File: config.mk
export PLATFORM = sky130hd
export DESIGN_NAME = dws_ctrl
export DESIGN_NICKNAME = d
export VERILOG_FILES = /design/src/rtl/dws_pkg.sv /design/src/rtl/dws_ctrl.sv
export SDC_FILE = /design/constraint.sdc
export NUM_CORES = 1
export LEC_CHECK = 0
export BUFFER_PORTS_ARGS = -buffer_cell sky130_fd_sc_hd__buf_2
export CAP_MARGIN = 20
export CORE_AREA = 8 8 45 47
export CTS_BUF_LIST = sky130_fd_sc_hd__clkbuf_2
export DETAILED_ROUTE_END_ITERATION = 16
export DIE_AREA = 0 0 53 55
export HOLD_SLACK_MARGIN = 0.05
export PLACE_DENSITY = 0.75
export REMOVE_ABC_BUFFERS = 1
export SYNTH_ARGS = -nofsm -noshare
export SYNTH_HDL_FRONTEND = slang
export SYNTH_SLANG_ARGS = --single-unit
File: constraint.sdc
create_clock -name i_clk -period 1.7 [get_ports i_clk]
set_input_delay 0.17 -clock i_clk [delete_from_list [all_inputs] [get_ports i_clk]]
set_output_delay 0.17 -clock i_clk [all_outputs]
set_load 0.02 [all_outputs]
File: src/rtl/dws_pkg.sv
// shared constants, types and arithmetic helpers of the wave stencil step
package dws_pkg;
    localparam int MaxCols  = 1024;
    localparam int MaxRows  = 1024;
    localparam int FracBits = 24;
    localparam int ColW     = $clog2(MaxCols);
    localparam int RowW     = $clog2(MaxRows);
    localparam int CntW     = ColW + 1;
    localparam int RcntW    = RowW + 1;
    localparam int CfgW     = 31;
    localparam int CfgIdxW  = 2;
    localparam logic [31:0] StepReset = 32'((64'd1 << FracBits) / 100);

    typedef enum logic [CfgIdxW-1:0] {
        REG_DAMPING   = 2'd0,
        REG_STEP_SIZE = 2'd1,
        REG_GRID_COLS = 2'd2,
        REG_GRID_ROWS = 2'd3
    } t_reg_idx;

    // operation codes of the shared multiplier
    typedef enum logic [1:0] {
        OP_CV = 2'd0,
        OP_VN = 2'd1,
        OP_UN = 2'd2
    } t_mul_op;

    // which of up to three results a slot computes
    typedef enum logic [1:0] {
        SLOT_ABOVE = 2'd0,
        SLOT_LEFT  = 2'd1,
        SLOT_HERE  = 2'd2
    } t_slot;

    // commands from controller to datapath
    typedef struct packed {
        logic  capture;     // take input beat and read line buffers
        logic  load_slot;   // set up the operands of one result
        t_slot slot;
        logic  lap;         // form laplacian
        logic  mul;         // start multiply
        t_mul_op op;
        logic  fin;         // finish multiply step
        logic  wr_back;     // write line buffers and advance counters
        logic  emit;        // load the output register
        logic  last;        // run_last of the emitted result
    } t_cmd;

    // status from datapath to controller
    typedef struct packed {
        logic has_above;
        logic has_left;
        logic has_here;
        logic out_busy;
    } t_sts;

    function automatic logic signed [31:0] sat32(input logic signed [35:0] x);
        if (x > 36'sd2147483647) begin
            return 32'sh7fffffff;
        end else if (x < -36'sd2147483648) begin
            return 32'sh80000000;
        end
        return x[31:0];
    endfunction
endpackage

File: src/rtl/dws_ctrl.sv
// controller state machine of the wave stencil step
module dws_ctrl (
    input  logic            i_clk,
    input  logic            i_rst_n,
    input  logic            i_valid,
    output logic            o_ready,
    input  dws_pkg::t_sts   i_sts,
    output dws_pkg::t_cmd   o_cmd
);
    import dws_pkg::*;

    typedef enum logic [3:0] {
        S_IDLE, S_READ, S_SEL, S_LOAD, S_LAP, S_M1, S_F1, S_M2, S_F2, S_M3, S_F3,
        S_EMIT, S_WB
    } t_state;

    t_state r_state;
    t_slot  r_slot;
    logic   r_has_l, r_has_h;

    assign o_ready = (r_state == S_IDLE);

    // command decode
    always_comb begin
        o_cmd = '0;
        o_cmd.slot = r_slot;
        unique case (r_state)
            S_IDLE: o_cmd.capture = i_valid;
            S_LOAD: o_cmd.load_slot = 1'b1;
            S_LAP:  o_cmd.lap = 1'b1;
            S_M1:   begin o_cmd.mul = 1'b1; o_cmd.op = OP_CV; end
            S_F1:   begin o_cmd.fin = 1'b1; o_cmd.op = OP_CV; end
            S_M2:   begin o_cmd.mul = 1'b1; o_cmd.op = OP_VN; end
            S_F2:   begin o_cmd.fin = 1'b1; o_cmd.op = OP_VN; end
            S_M3:   begin o_cmd.mul = 1'b1; o_cmd.op = OP_UN; end
            S_F3:   begin o_cmd.fin = 1'b1; o_cmd.op = OP_UN; end
            S_EMIT: begin
                o_cmd.emit = !i_sts.out_busy;
                o_cmd.last = (r_slot == SLOT_HERE) ||
                             (r_slot == SLOT_LEFT && !r_has_h) ||
                             (r_slot == SLOT_ABOVE && !r_has_l && !r_has_h);
            end
            S_WB:   o_cmd.wr_back = 1'b1;
            default: ;
        endcase
    end

    // state register
    always_ff @(posedge i_clk) begin
        if (!i_rst_n) begin
            r_state <= S_IDLE;
            r_slot  <= SLOT_ABOVE;
            r_has_l <= 1'b0;
            r_has_h <= 1'b0;
        end else begin
            unique case (r_state)
                S_IDLE: if (i_valid) r_state <= S_READ;
                S_READ: r_state <= S_SEL;
                S_SEL: begin
                    r_has_l <= i_sts.has_left;
                    r_has_h <= i_sts.has_here;
                    priority if (i_sts.has_above) begin
                        r_slot <= SLOT_ABOVE; r_state <= S_LOAD;
                    end else if (i_sts.has_left) begin
                        r_slot <= SLOT_LEFT; r_state <= S_LOAD;
                    end else if (i_sts.has_here) begin
                        r_slot <= SLOT_HERE; r_state <= S_LOAD;
                    end else begin
                        r_state <= S_WB;
                    end
                end
                S_LOAD: r_state <= S_LAP;
                S_LAP:  r_state <= S_M1;
                S_M1:   r_state <= S_F1;
                S_F1:   r_state <= S_M2;
                S_M2:   r_state <= S_F2;
                S_F2:   r_state <= S_M3;
                S_M3:   r_state <= S_F3;
                S_F3:   r_state <= S_EMIT;
                S_EMIT: if (!i_sts.out_busy) begin
                    priority if (r_slot == SLOT_ABOVE && r_has_l) begin
                        r_slot <= SLOT_LEFT; r_state <= S_LOAD;
                    end else if (r_slot != SLOT_HERE && r_has_h) begin
                        r_slot <= SLOT_HERE; r_state <= S_LOAD;
                    end else begin
                        r_state <= S_WB;
                    end
                end
                S_WB:   r_state <= S_IDLE;
                default: r_state <= S_IDLE;
            endcase
        end
    end
endmodule

# ---- Word-level counts from Yosys, hierarchy flattened
# Cells that the tools add are included.
dict set report op_classes {
  addsub 0
  mul 0
  div_mod_pow 0
  order_cmp 0
  eq_ne 19
  shifts 0
  muxes 23
  n_bitwise 0
  reduce_logical 19
}
# op n
set ops {}
lappend ops {{4-bit case mux with 12 select lines} 1}
lappend ops {{4-bit 2-to-1 mux} 7}
lappend ops {{4-bit equality test, second input constant} 5}
lappend ops {{4-bit by 3-bit equality test with 1-bit output, second input constant} 4}
lappend ops {{2-bit 2-to-1 mux} 7}
lappend ops {{4-bit by 2-bit equality test with 1-bit output, second input constant} 2}
lappend ops {{2-bit case mux with 2 select lines} 2}
lappend ops {{1-bit 2-to-1 mux} 6}
lappend ops {{2-bit inequality test, second input constant} 3}
lappend ops {{3-bit OR reduction} 2}
lappend ops {{1-bit logical AND} 5}
lappend ops {{4-bit by 1-bit equality test with 1-bit output, second input constant} 1}
lappend ops {{4-bit logical NOT} 1}
lappend ops {{4-bit inequality test, second input constant} 1}
lappend ops {{4-bit AND reduction} 1}
lappend ops {{2-bit OR reduction} 2}
lappend ops {{1-bit logical NOT} 3}
lappend ops {{3-bit inequality test, second input constant} 1}
lappend ops {{2-bit by 1-bit equality test with 1-bit output, second input constant} 1}
lappend ops {{2-bit equality test, second input constant} 1}
lappend ops {{2-bit logical NOT} 1}
lappend ops {{1-bit logical OR} 2}
lappend ops {{2-bit AND reduction} 1}
lappend ops {{2-bit nonzero test} 1}
dict set report word_totals {
  ff_bits 8
  latch_bits 0
  ramBits 0
  mem_bits_ro 0
  wordCells 65
  memories 0
}

# ---- Logic depth before layout (Yosys ltp)
dict set report depth {
  word_depth 6
  ltp_mapped 5
  ltp_nobuf 4
}

# ---- Worst setup path before layout
# Ideal clock, no wire load.
dict set report synth_path {
  path_type {flip-flop to output port}
  from {register r_state[0]}
  to {output o_cmd[11] (netlist name)}
  arrival_time_ns 1.443
  path_slack_ns 0.087
  stages_incl_launch_ff 4
  cell_sequence {dfxtp_1 or2_1 nor3_1 and2_1}
}
# item line
set synth_lines {}
lappend synth_lines {{from (decl)} dws_ctrl.sv:17} ;# t_state r_state;
lappend synth_lines {{from (signal assigned)} dws_ctrl.sv:51} ;# r_state <= S_IDLE;
lappend synth_lines {{from (signal assigned)} dws_ctrl.sv:57} ;# S_IDLE: if (i_valid) r_state <= S_READ;
lappend synth_lines {{from (signal assigned)} dws_ctrl.sv:58} ;# S_READ: r_state <= S_SEL;
lappend synth_lines {{to (decl)} dws_ctrl.sv:8} ;# output dws_pkg::t_cmd o_cmd

==> results.cfg <==
[run_status]
status = completed

[synthesis]
ys.flop_type = dfxtp_1
avgSynthCellArea_sq_um = 8.00
synthXorXnorAreaFrac_pct = 1.40
muxShareOfSynthArea_pct = 3.21
synth_edf_count = 0
synth_compound_area_share_pct = 32.7
synth_top_family_by_area = simple AND/OR/NAND/NOR gates
synth-adder-area-share_pct = 0
synthCells = 78
synth.distinct_cells = 35
synth-seq-cells = 8
syn-cell-area_sq_um = 624
synth_warnings = 0
synth-simple-area-share_pct = 33.7
async_reset_ff_share_pct = 0
seq_area_frac_synth_pct = 25.7

[placed_design]
post-dp-hpwl_mm = 1.29
placement.io_buffers = 19
placed_cell_area_sq_um = 759
gp_congestion = 0.778

[setup_path]
r2r-start = r_slot[0]
worstRegToRegCells = 4
crit_path_end = o_cmd[11]
start_kind = flop
r2r-end = r_state[2]
crit_path_end_kind = primary output
startpoint = r_state[0]
cp.arrival_ns = 1.45
worstSetupPathType = reg -> out
reg2reg_slack_ns = 0.13
path_max_fanout = 15
cp.required_ns = 1.53

[clock_tree]
clock_latency_ns = 0.24
clk_pin_slew_worst_paths_ns = 0.08
hold_buffers = 0
cts_buffers = 3
htree_levels = 1
root_buffer = clkbuf_2
clock_sinks = 8
clk_path_buf_depth = 2
cts_tree = done
post_cts_buffers = 0

[sta]
fmax_ghz = 0.618
finalHoldWorstSlack_ns = 0.210
finalClockSkew_ns = 0.0110
finalCritPeriodShare_pct = 95.2
setup_viol = 0
drv_slew = 0
rsz0062_at_grt = false
slew_headroom_pct = 72.3
min_period_ns = 1.62
tns_ns = 0
tightest_slew_ns = 0.413
hold_violations = 0

[routing]
wire_per_inst_um = 13.4
vias_per_cell = 5.50
drt_iter0_markers = 6
dr.max_layer_used = met4
route.detailed.drc = 0
antenna_left = 0
m1WireLength_um = 670
wl_met3_um = 138
wl_met2_um = 723
first_pass_iters = 4
drt-total-wl_mm = 1.57
dr_total_vias = 644

[pwr]
power.density_mw_per_mm2 = 691
power_mw = 0.538
ir_drop_mv = 0.329
leakage_nw = 0.349

[floorplan]
initial_core_util_pct = 45.1
dieArea_sq_mm = 0.00292
coreArea_sq_mm = 0.00138
fp-row-count = 14
die_w_um = 53
die_y_um = 55
ioPinCount = 20

[layout]
fin_area_sq_um = 778
final_util_pct = 56.2
area.growth.synth_to_final_pct = 24.6
fin_nets = 110
drive_gt1_share_pct = 36.6
antenna_cells = 0

[global_route]
grt_pass1_wl_mm = 2.59
grt_start_max_net_pins = 16
grt_overflow = 0
grt_pass1_vias = 618
grtUsageTotal_pct = 12.1
antenna_found_initial = 0

[job]
cap_viol_max_count = 0

[worst_hold_path]
holdCritPathClass = in -> reg
==> logic make-up after synthesis <==
group	Yosys count
AO/OA/AOI/OAI	26
XOR/XNOR	1
buffers and inverters	5
flip-flops	8
multiplexers	2
AND/OR/NAND/NOR	36
==> worst min path at each step <==
stage / from / end / cells past startpoint
finish: i_sts[1] / r_has_h / 3
CTS: i_sts[1] / r_has_h / 3
floorplan: i_rst_n / r_has_l / 1
global route: i_rst_n / r_slot[0] / 2
global placement: i_sts[1] / r_has_h / 3
detailed placement: i_sts[1] / r_has_h / 3
==> metrics by stage <==
step                      setup WS [ns]  instances
after floorplan                 -0.0185         74
after global placement            0.222        114
after detailed placement          0.146        114
after CTS                        0.0663        117
after global routing            0.00420        117
final                            0.0816        117
==> area by class of cell <==
type | count | area, sq um
fillers | 141 | 606
flip-flops and latches | 8 | 164
inverters | 1 | 3.75
clock buffers | 3 | 15.0
multi-input cells | 65 | 443
well taps | 16 | 20.0
repair buffers | 24 | 133
==> Yosys cell counts, types with 2 or more instances <==
| master | number | area share (%) |
|---|---|---|
| nand2_1 | 5 | 3.0 |
| nand2b_1 | 5 | 5.0 |
| buf_2 | 2 | 1.6 |
| o21ai_0 | 4 | 3.2 |
| nor2_1 | 9 | 5.4 |
| and2_1 | 2 | 2.0 |
| clkbuf_1 | 2 | 1.2 |
| dfxtp_1 | 8 | 26 |
| nor2b_1 | 6 | 6.0 |
| mux2i_1 | 2 | 3.2 |
| o211ai_1 | 3 | 3.6 |
| a21oi_1 | 5 | 4.0 |
| nor3_1 | 3 | 2.4 |
==> power by group <==
| group | internal (mW) | leakage, nW | switching, mW |
|---|---|---|---|
| Combinational | 0.0863 | 0.270 | 0.103 |
| Clock | 0.0480 | 0.0125 | 0.0612 |
| Sequential | 0.205 | 0.0663 | 0.0335 |
==> worst max-delay path, stage by stage (launching register included) <==
cell and delay, ns:
dfxtp_2 0.40, or2_1 0.32, nor3_1 0.20, and2_1 0.15
buf_2 0.15
==> flip-flops by register name (all words and copies together), names as in the netlist <==
| register | cells |
|---|---|
| r_slot | 2 |
| r_has_l | 1 |
| r_has_h | 1 |
| r_state | 4 |
==> timing repair <==
action / in CTS / in global routing
gates resized for setup: 1 / 2
endpoints found under the hold margin: 0 / 0
endpoints found under the setup margin: 1 / 2
cloned: 0 / 0
==> routing by layer <==
layer  global-route usage (%)  vias up
li1                         -      334
met1                     13.1      283
met2                     19.9       22
met3                     4.01        5
met4                     7.76        0
met5                        0        -
==> cell usage in the layout (no fill, tap or decap), types with 4 or more instances in the layout <==
master and instances:
buf_2 19, nor2_1 9, nor2b_1 6, nand2_1 5, nand2b_1 5, a21oi_1 5, buf_4 5, dfxtp_1 5
o21ai_0 4
(Power assumes the default switching activity.)
